$ cat src/sv/irrigation_pump_decider_core_assert.svh
// Assertion macros shared by the irrigation pump decider modules.
// Depends on nothing; each module that checks itself includes this header.
`ifndef IRRIGATION_PUMP_DECIDER_CORE_ASSERT_SVH
`define IRRIGATION_PUMP_DECIDER_CORE_ASSERT_SVH

// Same-cycle implication, disabled while reset is high.
`define IPD_ASSERT_IMP(lbl, clk, rst, ante, cons, msg) \
  lbl: assert property (@(posedge clk) disable iff (rst) (ante) |-> (cons)) \
    else $error(msg);

// Next-cycle implication, disabled while reset is high.
`define IPD_ASSERT_NXT(lbl, clk, rst, ante, cons, msg) \
  lbl: assert property (@(posedge clk) disable iff (rst) (ante) |=> (cons)) \
    else $error(msg);

`endif

$ cat src/sv/ipd_pkg.sv
// Shared types, constants and the PID band function of the pump decider.
// Used by every module of the block; depends on nothing.
package ipd_pkg;

  // Default number of sensor slots averaged before a decision.
  localparam int SLOT_COUNT_DEF = 5;

  // Configuration port geometry and register indexes.
  localparam int ADDR_W = 5;
  localparam int DATA_W = 32;
  localparam logic [2:0] REG_WATER_ID  = 3'd0;
  localparam logic [2:0] REG_LEVEL_ACC = 3'd1;
  localparam logic [2:0] REG_VERY_LOW  = 3'd2;
  localparam logic [2:0] REG_LOW       = 3'd3;
  localparam logic [2:0] REG_TARGET    = 3'd4;

  // Register reset values.
  localparam logic [15:0] WATER_ID_RST  = 16'd0;
  localparam logic [7:0]  LEVEL_ACC_RST = 8'd80;
  localparam logic [7:0]  VERY_LOW_RST  = 8'd20;
  localparam logic [7:0]  LOW_RST       = 8'd40;
  localparam logic [7:0]  TARGET_RST    = 8'd50;

  // PID widths: error is 9 bits, the integral 16 bits, the control sum 18 bits.
  localparam int ERR_W = 9;
  localparam int INT_W = 16;
  localparam int CTL_W = 18;

  // Band edges of the control value table.
  localparam logic signed [CTL_W-1:0] EDGE_200 = CTL_W'(200);
  localparam logic signed [CTL_W-1:0] EDGE_150 = CTL_W'(150);
  localparam logic signed [CTL_W-1:0] EDGE_90  = CTL_W'(90);
  localparam logic signed [CTL_W-1:0] EDGE_30  = CTL_W'(30);
  localparam logic signed [CTL_W-1:0] EDGE_0   = CTL_W'(0);

  typedef struct packed {
    logic [15:0] water_sensor_id;
    logic [7:0]  level_accepted;
    logic [7:0]  thr_very_low;
    logic [7:0]  thr_low;
    logic [7:0]  pid_target;
  } cfg_t;

  typedef enum logic [3:0] {
    S_IDLE,
    S_PID_SUM,
    S_PID_CTL,
    S_SLOT,
    S_CHECK,
    S_ACCUM,
    S_DIV_MUL,
    S_DIV_FIX,
    S_FINISH
  } state_t;

  // Commands from the controller to the datapath.
  typedef struct packed {
    logic load_in;
    logic pid_sum;
    logic pid_ctl;
    logic set_refill;
    logic set_pulse;
    logic slot_write;
    logic acc_clr;
    logic acc_step;
    logic div_mul;
    logic div_fix;
    logic clear_state;
    logic out_load;
  } cmd_t;

  // Status from the datapath to the controller.
  typedef struct packed {
    logic water;
    logic dry;
    logic last_full;
    logic acc_last;
    logic out_busy;
  } sts_t;

  // Maps the control value to a drive level; band edges themselves give zero.
  function automatic logic [1:0] band_level(input logic signed [CTL_W-1:0] c);
    logic [1:0] lvl;
    lvl = 2'd0;
    if (c > -EDGE_200 && c < -EDGE_150)     lvl = 2'd3;
    else if (c > -EDGE_150 && c < -EDGE_90) lvl = 2'd2;
    else if (c > -EDGE_90 && c < -EDGE_30)  lvl = 2'd2;
    else if (c > -EDGE_30 && c < EDGE_0)    lvl = 2'd1;
    else if (c > EDGE_0 && c < EDGE_30)     lvl = 2'd3;
    else if (c > EDGE_30 && c < EDGE_90)    lvl = 2'd2;
    else if (c > EDGE_90 && c < EDGE_150)   lvl = 2'd1;
    else if (c > EDGE_150 && c < EDGE_200)  lvl = 2'd1;
    return lvl;
  endfunction

endpackage

$ cat src/sv/ipd_regs.sv
// Configuration register file of the pump decider, behind an APB-style port.
// Depends on ipd_pkg for the register map, reset values and cfg_t.
module ipd_regs (
  input  logic                       clk,
  input  logic                       rst,
  input  logic                       psel,
  input  logic                       penable,
  input  logic                       pwrite,
  input  logic [ipd_pkg::ADDR_W-1:0] paddr,
  input  logic [ipd_pkg::DATA_W-1:0] pwdata,
  output logic [ipd_pkg::DATA_W-1:0] prdata,
  output logic                       pready,
  output ipd_pkg::cfg_t              cfg
);
  import ipd_pkg::*;

  logic [2:0] reg_idx;
  logic       wr_en;

  assign reg_idx = paddr[4:2];
  assign wr_en   = psel && penable && pwrite;
  assign pready  = 1'b1;

  // Register writes; addresses past the last register are ignored.
  always_ff @(posedge clk) begin
    if (rst) begin
      cfg.water_sensor_id <= WATER_ID_RST;
      cfg.level_accepted  <= LEVEL_ACC_RST;
      cfg.thr_very_low    <= VERY_LOW_RST;
      cfg.thr_low         <= LOW_RST;
      cfg.pid_target      <= TARGET_RST;
    end else if (wr_en) begin
      unique case (reg_idx)
        REG_WATER_ID:  cfg.water_sensor_id <= pwdata[15:0];
        REG_LEVEL_ACC: cfg.level_accepted  <= pwdata[7:0];
        REG_VERY_LOW:  cfg.thr_very_low    <= pwdata[7:0];
        REG_LOW:       cfg.thr_low         <= pwdata[7:0];
        REG_TARGET:    cfg.pid_target      <= pwdata[7:0];
        default: ;
      endcase
    end
  end

  // Read mux, zero extended to the bus width.
  always_comb begin
    unique case (reg_idx)
      REG_WATER_ID:  prdata = DATA_W'(cfg.water_sensor_id);
      REG_LEVEL_ACC: prdata = DATA_W'(cfg.level_accepted);
      REG_VERY_LOW:  prdata = DATA_W'(cfg.thr_very_low);
      REG_LOW:       prdata = DATA_W'(cfg.thr_low);
      REG_TARGET:    prdata = DATA_W'(cfg.pid_target);
      default:       prdata = '0;
    endcase
  end

endmodule

$ cat src/sv/ipd_ctrl.sv
// Controller state machine of the pump decider: sequences one item at a time.
// Depends on ipd_pkg for state_t, cmd_t and sts_t, and on the assertion header.
`include "irrigation_pump_decider_core_assert.svh"

module ipd_ctrl (
  input  logic          clk,
  input  logic          rst,
  input  logic          in_valid,
  output logic          in_stall,
  input  ipd_pkg::sts_t sts,
  output ipd_pkg::cmd_t cmd
);
  import ipd_pkg::*;

  state_t state, state_next;

  // State register.
  always_ff @(posedge clk) begin
    if (rst) begin
      state <= S_IDLE;
    end else begin
      state <= state_next;
    end
  end

  // Next state and datapath commands.
  always_comb begin
    state_next = state;
    cmd        = '0;
    unique case (state)
      S_IDLE: begin
        if (in_valid) begin
          cmd.load_in = 1'b1;
          state_next  = S_PID_SUM;
        end
      end
      S_PID_SUM: begin
        cmd.pid_sum = 1'b1;
        state_next  = S_PID_CTL;
      end
      S_PID_CTL: begin
        cmd.pid_ctl = 1'b1;
        state_next  = S_SLOT;
      end
      S_SLOT: begin
        if (sts.water) begin
          cmd.set_refill = 1'b1;
          state_next     = S_FINISH;
        end else if (sts.dry) begin
          cmd.set_pulse   = 1'b1;
          cmd.clear_state = 1'b1;
          state_next      = S_FINISH;
        end else begin
          cmd.slot_write = 1'b1;
          state_next     = S_CHECK;
        end
      end
      S_CHECK: begin
        if (sts.last_full) begin
          cmd.acc_clr = 1'b1;
          state_next  = S_ACCUM;
        end else begin
          state_next = S_FINISH;
        end
      end
      S_ACCUM: begin
        cmd.acc_step = 1'b1;
        if (sts.acc_last) begin
          state_next = S_DIV_MUL;
        end
      end
      S_DIV_MUL: begin
        cmd.div_mul = 1'b1;
        state_next  = S_DIV_FIX;
      end
      S_DIV_FIX: begin
        cmd.div_fix     = 1'b1;
        cmd.clear_state = 1'b1;
        state_next      = S_FINISH;
      end
      S_FINISH: begin
        if (!sts.out_busy) begin
          cmd.out_load = 1'b1;
          state_next   = S_IDLE;
        end
      end
      default: state_next = S_IDLE;
    endcase
  end

  // New items are taken only between items; the output register decouples the result.
  assign in_stall = (state != S_IDLE);

  `IPD_ASSERT_IMP(a_load_free, clk, rst, cmd.out_load, !sts.out_busy, "result loaded over a waiting item")
  `IPD_ASSERT_NXT(a_accept_start, clk, rst, state == S_IDLE && in_valid, state == S_PID_SUM, "accepted item did not start the PID step")
  `IPD_ASSERT_NXT(a_accum_walk, clk, rst, state == S_ACCUM && !sts.acc_last, state == S_ACCUM, "slot sum left before the last slot")

endmodule

$ cat src/sv/ipd_dpath.sv
// Datapath of the pump decider: PID state, slot table, averaging and output register.
// Depends on ipd_pkg for cfg_t, cmd_t, sts_t and band_level, and on the assertion header.
`include "irrigation_pump_decider_core_assert.svh"

module ipd_dpath #(
  parameter int SLOT_COUNT = ipd_pkg::SLOT_COUNT_DEF
) (
  input  logic          clk,
  input  logic          rst,
  input  ipd_pkg::cfg_t cfg,
  input  ipd_pkg::cmd_t cmd,
  output ipd_pkg::sts_t sts,
  input  logic [15:0]   sensor_id,
  input  logic [7:0]    reading,
  output logic          out_valid,
  input  logic          out_stall,
  output logic [1:0]    pump_seconds,
  output logic          refill_needed,
  output logic          average_valid,
  output logic [7:0]    average_value,
  output logic [1:0]    drive_level
);
  import ipd_pkg::*;

  localparam int IDX_W = (SLOT_COUNT > 1) ? $clog2(SLOT_COUNT) : 1;
  localparam int SUM_W = $clog2(SLOT_COUNT * 255 + 1);
  localparam int RCP_W = SUM_W + 1;
  localparam logic [RCP_W-1:0] RECIP = RCP_W'((1 << SUM_W) / SLOT_COUNT);
  localparam logic [SUM_W-1:0] DIVISOR = SUM_W'(SLOT_COUNT);
  localparam logic [IDX_W-1:0] LAST_IDX = IDX_W'(SLOT_COUNT - 1);

  // Captured item.
  logic [15:0] id_r;
  logic [7:0]  rd_r;

  // PID state and intermediate values.
  logic signed [INT_W-1:0] error_sum;
  logic signed [ERR_W-1:0] previous_error;
  logic signed [ERR_W-1:0] err_r;
  logic signed [ERR_W-1:0] err;
  logic signed [INT_W:0]   sum_ext;
  logic signed [INT_W-1:0] sum_sat;
  logic signed [ERR_W:0]   err_diff;
  logic signed [CTL_W-1:0] ctl;
  logic [1:0]              level;

  // Slot table.
  logic [15:0] slot_ids      [SLOT_COUNT];
  logic [7:0]  slot_readings [SLOT_COUNT];
  logic [SLOT_COUNT-1:0] match;
  logic [SLOT_COUNT-1:0] first_free;
  logic                  found;

  // Averaging.
  logic [IDX_W-1:0]       idx;
  logic [SUM_W-1:0]       acc;
  logic [SUM_W-1:0]       q0;
  logic [SUM_W+RCP_W-1:0] prod;
  logic [SUM_W-1:0]       q0_times_n;
  logic [SUM_W-1:0]       rem;
  logic [SUM_W-1:0]       quot;
  logic [7:0]             avg8;

  // Result under construction.
  logic [1:0] res_pump;
  logic       res_refill;
  logic       res_avg_valid;
  logic [7:0] res_avg;

  // Item capture.
  always_ff @(posedge clk) begin
    if (cmd.load_in) begin
      id_r <= sensor_id;
      rd_r <= reading;
    end
  end

  // Error, saturated integral and control value.
  always_comb begin
    err      = ERR_W'($signed({1'b0, cfg.pid_target}) - $signed({1'b0, rd_r}));
    sum_ext  = (INT_W + 1)'(error_sum) + (INT_W + 1)'(err);
    if (sum_ext[INT_W] != sum_ext[INT_W-1]) begin
      sum_sat = sum_ext[INT_W] ? {1'b1, {(INT_W - 1){1'b0}}} : {1'b0, {(INT_W - 1){1'b1}}};
    end else begin
      sum_sat = sum_ext[INT_W-1:0];
    end
    err_diff = (ERR_W + 1)'(err_r) - (ERR_W + 1)'(previous_error);
    ctl      = (CTL_W'(err_r) <<< 1) + CTL_W'(error_sum) + (CTL_W'(err_diff) <<< 1);
  end

  // PID state registers; the integral takes the fresh error while the error is registered.
  always_ff @(posedge clk) begin
    if (rst) begin
      error_sum      <= '0;
      previous_error <= '0;
    end else if (cmd.clear_state) begin
      error_sum      <= '0;
      previous_error <= '0;
    end else if (cmd.pid_sum) begin
      error_sum <= sum_sat;
    end else if (cmd.pid_ctl) begin
      previous_error <= err_r;
    end
  end

  always_ff @(posedge clk) begin
    if (cmd.load_in) begin
      err_r <= '0;
    end else if (cmd.pid_sum) begin
      err_r <= err;
    end
  end

  // Band level of the control value, formed in the cycle after the integral update.
  always_ff @(posedge clk) begin
    if (cmd.pid_ctl) begin
      level <= band_level(ctl);
    end
  end

  // Slot matching and first free slot search.
  always_comb begin
    for (int i = 0; i < SLOT_COUNT; i++) begin
      match[i] = (slot_ids[i] == id_r);
    end
  end

  assign found = |match;

  always_comb begin
    logic taken;
    taken = found;
    for (int i = 0; i < SLOT_COUNT; i++) begin
      first_free[i] = !taken && (slot_ids[i] == 16'd0);
      taken         = taken || first_free[i];
    end
  end

  // Slot table updates and clearing.
  always_ff @(posedge clk) begin
    if (rst || cmd.clear_state) begin
      for (int i = 0; i < SLOT_COUNT; i++) begin
        slot_ids[i]      <= '0;
        slot_readings[i] <= '0;
      end
    end else if (cmd.slot_write) begin
      for (int i = 0; i < SLOT_COUNT; i++) begin
        if (match[i]) begin
          slot_readings[i] <= rd_r;
        end else if (first_free[i]) begin
          slot_ids[i]      <= id_r;
          slot_readings[i] <= rd_r;
        end
      end
    end
  end

  // Sum of slot readings, one slot a cycle.
  always_ff @(posedge clk) begin
    if (cmd.acc_clr) begin
      acc <= '0;
      idx <= '0;
    end else if (cmd.acc_step) begin
      acc <= acc + SUM_W'(slot_readings[idx]);
      idx <= idx + IDX_W'(1);
    end
  end

  // Division by the slot count: reciprocal multiply, then one correction step.
  assign prod = acc * RECIP;

  always_ff @(posedge clk) begin
    if (cmd.div_mul) begin
      q0 <= prod[2*SUM_W-1:SUM_W];
    end
  end

  always_comb begin
    q0_times_n = SUM_W'(q0 * DIVISOR);
    rem        = acc - q0_times_n;
    quot       = (rem >= DIVISOR) ? q0 + SUM_W'(1) : q0;
    avg8       = quot[7:0];
  end

  // Result fields of the current item.
  always_ff @(posedge clk) begin
    if (cmd.load_in) begin
      res_pump      <= 2'd0;
      res_refill    <= 1'b0;
      res_avg_valid <= 1'b0;
      res_avg       <= 8'd0;
    end else if (cmd.set_refill) begin
      res_refill <= (rd_r < cfg.level_accepted);
    end else if (cmd.set_pulse) begin
      res_pump <= (level == 2'd0) ? 2'd1 : level;
    end else if (cmd.div_fix) begin
      res_avg_valid <= 1'b1;
      res_avg       <= avg8;
      res_pump      <= (avg8 > cfg.thr_very_low && avg8 < cfg.thr_low) ? 2'd1 : 2'd0;
    end
  end

  // Output register; holds while stalled.
  always_ff @(posedge clk) begin
    if (rst) begin
      out_valid <= 1'b0;
    end else if (cmd.out_load) begin
      out_valid <= 1'b1;
    end else if (!out_stall) begin
      out_valid <= 1'b0;
    end
  end

  always_ff @(posedge clk) begin
    if (cmd.out_load) begin
      pump_seconds  <= res_pump;
      refill_needed <= res_refill;
      average_valid <= res_avg_valid;
      average_value <= res_avg;
      drive_level   <= level;
    end
  end

  // Status to the controller.
  always_comb begin
    sts.water     = (id_r == cfg.water_sensor_id);
    sts.dry       = (rd_r < cfg.thr_very_low);
    sts.last_full = (slot_ids[SLOT_COUNT-1] != 16'd0);
    sts.acc_last  = (idx == LAST_IDX);
    sts.out_busy  = out_valid && out_stall;
  end

  `IPD_ASSERT_NXT(a_clear_empties, clk, rst, cmd.clear_state, slot_ids[SLOT_COUNT-1] == 16'd0 && error_sum == '0, "state not cleared")
  `IPD_ASSERT_IMP(a_avg_pulse, clk, rst, out_valid && average_valid, pump_seconds == 2'd0 || pump_seconds == 2'd1, "average item with long pulse")
  `IPD_ASSERT_NXT(a_hold_stalled, clk, rst, out_valid && out_stall, out_valid && $stable(average_value) && $stable(pump_seconds), "stalled result changed")

endmodule

$ cat src/sv/irrigation_pump_decider_core.sv
// Top level of the irrigation pump decider: registers, controller and datapath.
// Depends on ipd_pkg, ipd_regs, ipd_ctrl and ipd_dpath.
//
//   channel  direction  handshake            payload
//   input    in         in_valid / in_stall  sensor_id, reading
//   result   out        out_valid / out_stall pump_seconds, refill_needed,
//                                            average_valid, average_value, drive_level
//   config   in/out     psel, penable, pready paddr, pwdata, prdata (5 registers)
//
// An item passes the PID sum and control steps, then the slot step; the water sensor
// and very-dry paths go on to the finish, a plain slot update passes the check first,
// and a full table is averaged one slot per cycle, then divided by the slot count.
// One item is worked at a time; the next is accepted while the result waits in its
// output register. Reset is synchronous and clears the slots and PID state at once.
// A stalled result holds; the controller waits in its last state if the register is full.
module irrigation_pump_decider_core #(
  parameter int SLOT_COUNT = ipd_pkg::SLOT_COUNT_DEF
) (
  input  logic                       clk,
  input  logic                       rst,
  input  logic                       in_valid,
  output logic                       in_stall,
  input  logic [15:0]                sensor_id,
  input  logic [7:0]                 reading,
  output logic                       out_valid,
  input  logic                       out_stall,
  output logic [1:0]                 pump_seconds,
  output logic                       refill_needed,
  output logic                       average_valid,
  output logic [7:0]                 average_value,
  output logic [1:0]                 drive_level,
  input  logic                       psel,
  input  logic                       penable,
  input  logic                       pwrite,
  input  logic [ipd_pkg::ADDR_W-1:0] paddr,
  input  logic [ipd_pkg::DATA_W-1:0] pwdata,
  output logic [ipd_pkg::DATA_W-1:0] prdata,
  output logic                       pready
);
  import ipd_pkg::*;

  cfg_t cfg;
  cmd_t cmd;
  sts_t sts;

  ipd_regs u_regs (
    .clk     (clk),
    .rst     (rst),
    .psel    (psel),
    .penable (penable),
    .pwrite  (pwrite),
    .paddr   (paddr),
    .pwdata  (pwdata),
    .prdata  (prdata),
    .pready  (pready),
    .cfg     (cfg)
  );

  ipd_ctrl u_ctrl (
    .clk      (clk),
    .rst      (rst),
    .in_valid (in_valid),
    .in_stall (in_stall),
    .sts      (sts),
    .cmd      (cmd)
  );

  ipd_dpath #(
    .SLOT_COUNT (SLOT_COUNT)
  ) u_dpath (
    .clk           (clk),
    .rst           (rst),
    .cfg           (cfg),
    .cmd           (cmd),
    .sts           (sts),
    .sensor_id     (sensor_id),
    .reading       (reading),
    .out_valid     (out_valid),
    .out_stall     (out_stall),
    .pump_seconds  (pump_seconds),
    .refill_needed (refill_needed),
    .average_valid (average_valid),
    .average_value (average_value),
    .drive_level   (drive_level)
  );

endmodule
$ cat config.mk
export PLATFORM = sky130hd
export DESIGN_NAME = irrigation_pump_decider_core
export DESIGN_NICKNAME = d
export VERILOG_FILES = /design/src/sv/ipd_pkg.sv /design/src/sv/ipd_regs.sv /design/src/sv/ipd_ctrl.sv /design/src/sv/ipd_dpath.sv /design/src/sv/irrigation_pump_decider_core.sv
export VERILOG_INCLUDE_DIRS = /design/src /design/src/sv
export SDC_FILE = /design/constraint.sdc
export NUM_CORES = 1
export LEC_CHECK = 0
export BUFFER_PORTS_ARGS = -buffer_cell sky130_fd_sc_hd__clkbuf_2
export CAP_MARGIN = 40
export CORE_MARGIN = 10
export CORE_UTILIZATION = 60
export DETAILED_ROUTE_END_ITERATION = 8
export PLACE_DENSITY_LB_ADDON = 0.3
export SYNTH_ARGS = -nofsm -noshare
export SYNTH_HDL_FRONTEND = slang
export SYNTH_HIERARCHICAL = 1
export SYNTH_SLANG_ARGS = --single-unit
$ cat constraint.sdc
create_clock -name clk -period 5.5 [get_ports clk]
set_input_delay 0.275 -clock clk [delete_from_list [all_inputs] [get_ports clk]]
set_output_delay 0.275 -clock clk [all_outputs]
set_load 0.02 [all_outputs]
==> key figures <==
Synthesis
  – Post-synth top flop: edfxtp_1
  – Flops & latches, synth: around 290
  – Leading area contributor after synthesis: edfxtp_1
  – Top cell type's share of synthesized area: 27.46%
  – Commonest cells post-synth: edfxtp_1, inv_1, ha_1
  – Mean Syn Cell Area: between 10 and 15 µm²
  – Area contributors post-synth: edfxtp_1, dfxtp_1, ha_1
  – Ys Warns: 6
  – EDFF count, synth: 169
  – Unique cell type count in the Yosys netlist: between 90 and 100
  – Post-Synthesis Cells: around 1800
  – Top-count cell post-synth: edfxtp_1
  – Async set or reset register ratio after synthesis: 0%
  – Netlist Area Pre-Place: roughly 0.018 mm²
  – Sequential fraction of the synthesis area: between 40% and 50%

Global route
  – Initial antenna violation count: 0
  – GRT Overall Usage: 23.40%
  – First-pass GRT wire length: 73.09 mm
  – Via count of the first global-routing pass: about 14000
  – Gr ovfl total: 0
  – Largest net degree at the start of global routing: 70

Setup path
  – CP Buf/Inv Count: 1
  – Critical Path Start Type: flip-flop
  – Crit path capture type: flip-flop
  – Worst EP required: 5.96 ns
  – CP Launch Point: u_dpath/q0[1]$_DFFE_PP_
  – CP arrival: 5.59 ns
  – Critical Path, Cell by Cell: ha_1 > inv_1 > fa_1 > ha_1 > o21ai_1 > o21ai_1 > a221o_1 > a211oi_2 > nand4b_4 > o21ai_0 > ha_1 > nor2b_1 > o21a_1 > o21ai_0 > nand2b_1 > a21oi_1 > o21ai_0 > nand4_1 > a41oi_1 > a211o_1
  – R2R cell count: 20
  – CP max-delay cell: edfxtp_1
  – RR Startpoint: u_dpath/q0[1]$_DFFE_PP_
  – Max FO, Critical Path: 7
  – Crit-path leading delay family: compound AO/OA/AOI/OAI gates
  – Crit path largest cell delay: 0.51 ns
  – R2r setup slk: 0.37 ns
  – Crit Path Class: flip-flop to flip-flop
  – FF-to-FF End: u_dpath/res_pump[0]$_SDFFE_PP0P_

Placed design
  – Port bufs: 81
  – DP HPWL: 33.76 mm
  – Placed cell area: 0.01914 mm²
  – GPL Wtd Cong: 0.9309

Layout
  – Layout area overhead: 10.94%
  – Fill cell count: 2305
  – Sequential cell area: around 0.0074 mm²
  – Footprint of the multi-input gates: 0.01013 mm²
  – Layout cells sized above 1: 11.91%
  – Final #Nets: 2127
  – Design Area, Final: 0.02050 mm²
  – Ant. Diodes: 0

Min path
  – Hold crit path type: input port to flip-flop
  – Hold Path End: u_regs/cfg[1]$_SDFFE_PP1P_
  – Worst Hold Depth: 3
  – Hold Startpoint: pwdata[1]

Routing
  – Vias per cell: around 6
  – Drt wl/cell: 20.17 µm
  – DR iter-0 viols: roughly 1200
  – DR vias: 13669
  – Drt drc: 0
  – Routed WL: ~46 mm
  – Drt pass-1 iters: 5
  – Number of antenna-violating nets in the routed design: 0

STA
  – Final cycle utilization of the critical path: 93.27%
  – Slew headroom: 41.05%
  – Final Hold Viols: 0
  – RSZ-0062 raised after global routing: false
  – Final setup TNS: 0 ns
  – Final hold slack: 0.05483 ns
  – Max-slew violation count: 0
  – Worst slew pin tran: 0.8825 ns
  – Period minus WS final: a little over 5 ns
  – Max Fclk: 194.9 MHz
  – Final setup fails: 0
  – Worst Skew: roughly 0.010 ns

CTS
  – CTS Buf Count: 29
  – CTS Root Cell: clkbuf_16
  – CTS sink cnt: about 290
  – Clock Tree Buf Depth: 3
  – Skew-Pair Late Insertion Delay: 0.57 ns
  – Reg clk slew, reported paths: approximately 0.070 ns
  – CTS tree: done
  – H-tree depth: 1

Floorplanning
  – Die span in y: 195.5 µm
  – CORE AREA: 0.03051 mm²
  – IO Pins: about 120
  – Die area: 0.03822 mm²
  – Initial Utilization: 60.57%
  – # rows: 64
  – Die X: 195.5 µm

Power and ir drop
  – P_leak: ~8.6 nW
  – Switching Fraction: 35.48%
  – Worst vdd ir: ~0.25 mV
  – P_int: 4.747 mW
  – Post-route total power: 7.358 mW
  – Cell Pwr Density: 358.9 mW/mm²
  – Psw: 2.611 mW
  – Clk pwr share: 28.4%
  – Gate power share: 36.9%
  – Sequential power share: 34.7%

Status
  – Status: complete, no violations

Run
  – MaxCap Viol Count: 0
==> worst register-to-register path, cell delays in order (launching register included) <==
cell and delay, ns:
edfxtp_1 0.51, ha_1 0.33, inv_1 0.05, fa_1 0.46, ha_1 0.37, o21ai_1 0.23, o21ai_1 0.13, a221o_1 0.37
a211oi_2 0.32, nand4b_4 0.20, o21ai_0 0.48, ha_1 0.34, nor2b_1 0.14, o21a_1 0.16, o21ai_0 0.18, nand2b_1 0.09
a21oi_1 0.14, o21ai_0 0.09, nand4_1 0.10, a41oi_1 0.06, a211o_1 0.28
==> kinds of logic after synthesis <==
group	share of synthesized area, %
other	0.04064
buffers and inverters	5.647
AOI/OAI and AO/OA	11.37
xor gates and xnor gates	7.814
DFF	40.03
muxes	5.180
adders and majority gates	15.80
and+or+nand+nor	14.12
==> how the worst max path moves through the flow <==
stage                                            end  slack [ns]  depth (start not counted)
floorplan             u_dpath/level[0]$_SDFFCE_PP1P_        1.03                         20
global placement      u_dpath/level[0]$_SDFFCE_PP1P_        0.44                         20
detailed placement    u_dpath/level[1]$_SDFFCE_PP1P_        0.29                         20
CTS                   u_dpath/level[1]$_SDFFCE_PP1P_        0.28                         20
global route          u_dpath/level[1]$_SDFFCE_PP1P_        0.08                         20
finish              u_dpath/res_pump[0]$_SDFFE_PP0P_        0.37                         20
==> flip-flops by register name, summed over array words and instances (netlist names), 11 cells and up, named ones only <==
register and flops:
u_dpath/slot_ids 80, u_dpath/id_r 16, u_regs/cfg 48, u_dpath/error_sum 16
u_dpath/acc 11, u_dpath/slot_readings 40
==> power by group through the flow <==
stage | Sequential, mW | Combinational [mW] | Clock, mW
after floorplan | 2.50 | 2.15 | 0
after global placement | 2.59 | 2.55 | 0
after detailed placement | 2.60 | 2.63 | 0
after CTS | 2.55 | 2.67 | 2.11
after global routing | 2.57 | 3.07 | 2.20
final | 2.55 | 2.72 | 2.09
==> routing by layer <==
metal / vias to the layer above / wire, µm / global-route usage (%) / part of all wire (%)
met2: 495 / 21770 / 39.00 / 47
met1: 6648 / 19590 / 30.65 / 43
met3: 81 / 3415 / 3.991 / 7.4
met4: 0 / 1149 / 6.618 / 2.5
met5: - / 0 / 0 / 0
li1: 6445 / - / - / -
==> layout make-up <==
class	instances	share of cell area, %
clock inverter	22	1.263
clock buffer	32	3.692
timing repair buffer	131	4.229
inverter	158	2.893
tap	396	2.417
sequential	285	36.08
multi-input combinational	1253	49.42
==> cells in the final DEF, fill, tap and decap left out, types with 7 or more instances in the layout <==
| cell type | count |
|---|---|
| nand4_1 | 33 |
| o31ai_1 | 13 |
| a211oi_1 | 12 |
| and3_1 | 9 |
| xor2_1 | 54 |
| nor3_1 | 21 |
| o21a_1 | 13 |
| nand2_1 | 61 |
| fa_1 | 46 |
| inv_1 | 158 |
| clkbuf_2 | 81 |
| o21ai_0 | 66 |
| nor3b_1 | 8 |
| nor2b_1 | 23 |
| mux2i_1 | 54 |
| a21oi_1 | 85 |
| o22ai_1 | 11 |
| o21bai_1 | 7 |
| a21o_1 | 25 |
| buf_4 | 16 |
| dlygate4sd3_1 | 33 |
| conb_1 | 17 |
| nand3_1 | 22 |
| o221a_2 | 10 |
| edfxtp_1 | 169 |
| mux2_2 | 18 |
| a22oi_1 | 18 |
| o21ai_1 | 13 |
| mux4_2 | 8 |
| nand2b_1 | 48 |
| ha_1 | 155 |
| xnor2_1 | 109 |
| and2_1 | 51 |
| nor2_1 | 98 |
| nor4_1 | 41 |
| clkbuf_16 | 29 |
| dfxtp_1 | 116 |
==> repair_timing <==
action | in CTS | in global routing
gates resized for setup | 0 | 2
endpoints found under the hold margin | 33 | 0
hold buffers | 33 | 0
endpoints found under the setup margin | 0 | 2
buffers inserted | 0 | 0
==> per-stage QoR <==
step | utilization (%) | cells | worst slack (ns)
finish | 67.20 | 2277 | 0.3701
global route | 67.20 | 2277 | 0.08182
CTS | 67.16 | 2277 | 0.2769
detailed placement | 62.75 | 2190 | 0.2915
global placement | 62.71 | 2189 | 0.4412
floorplan | - | 1778 | 1.025
Power figures use the tool's default switching activity.
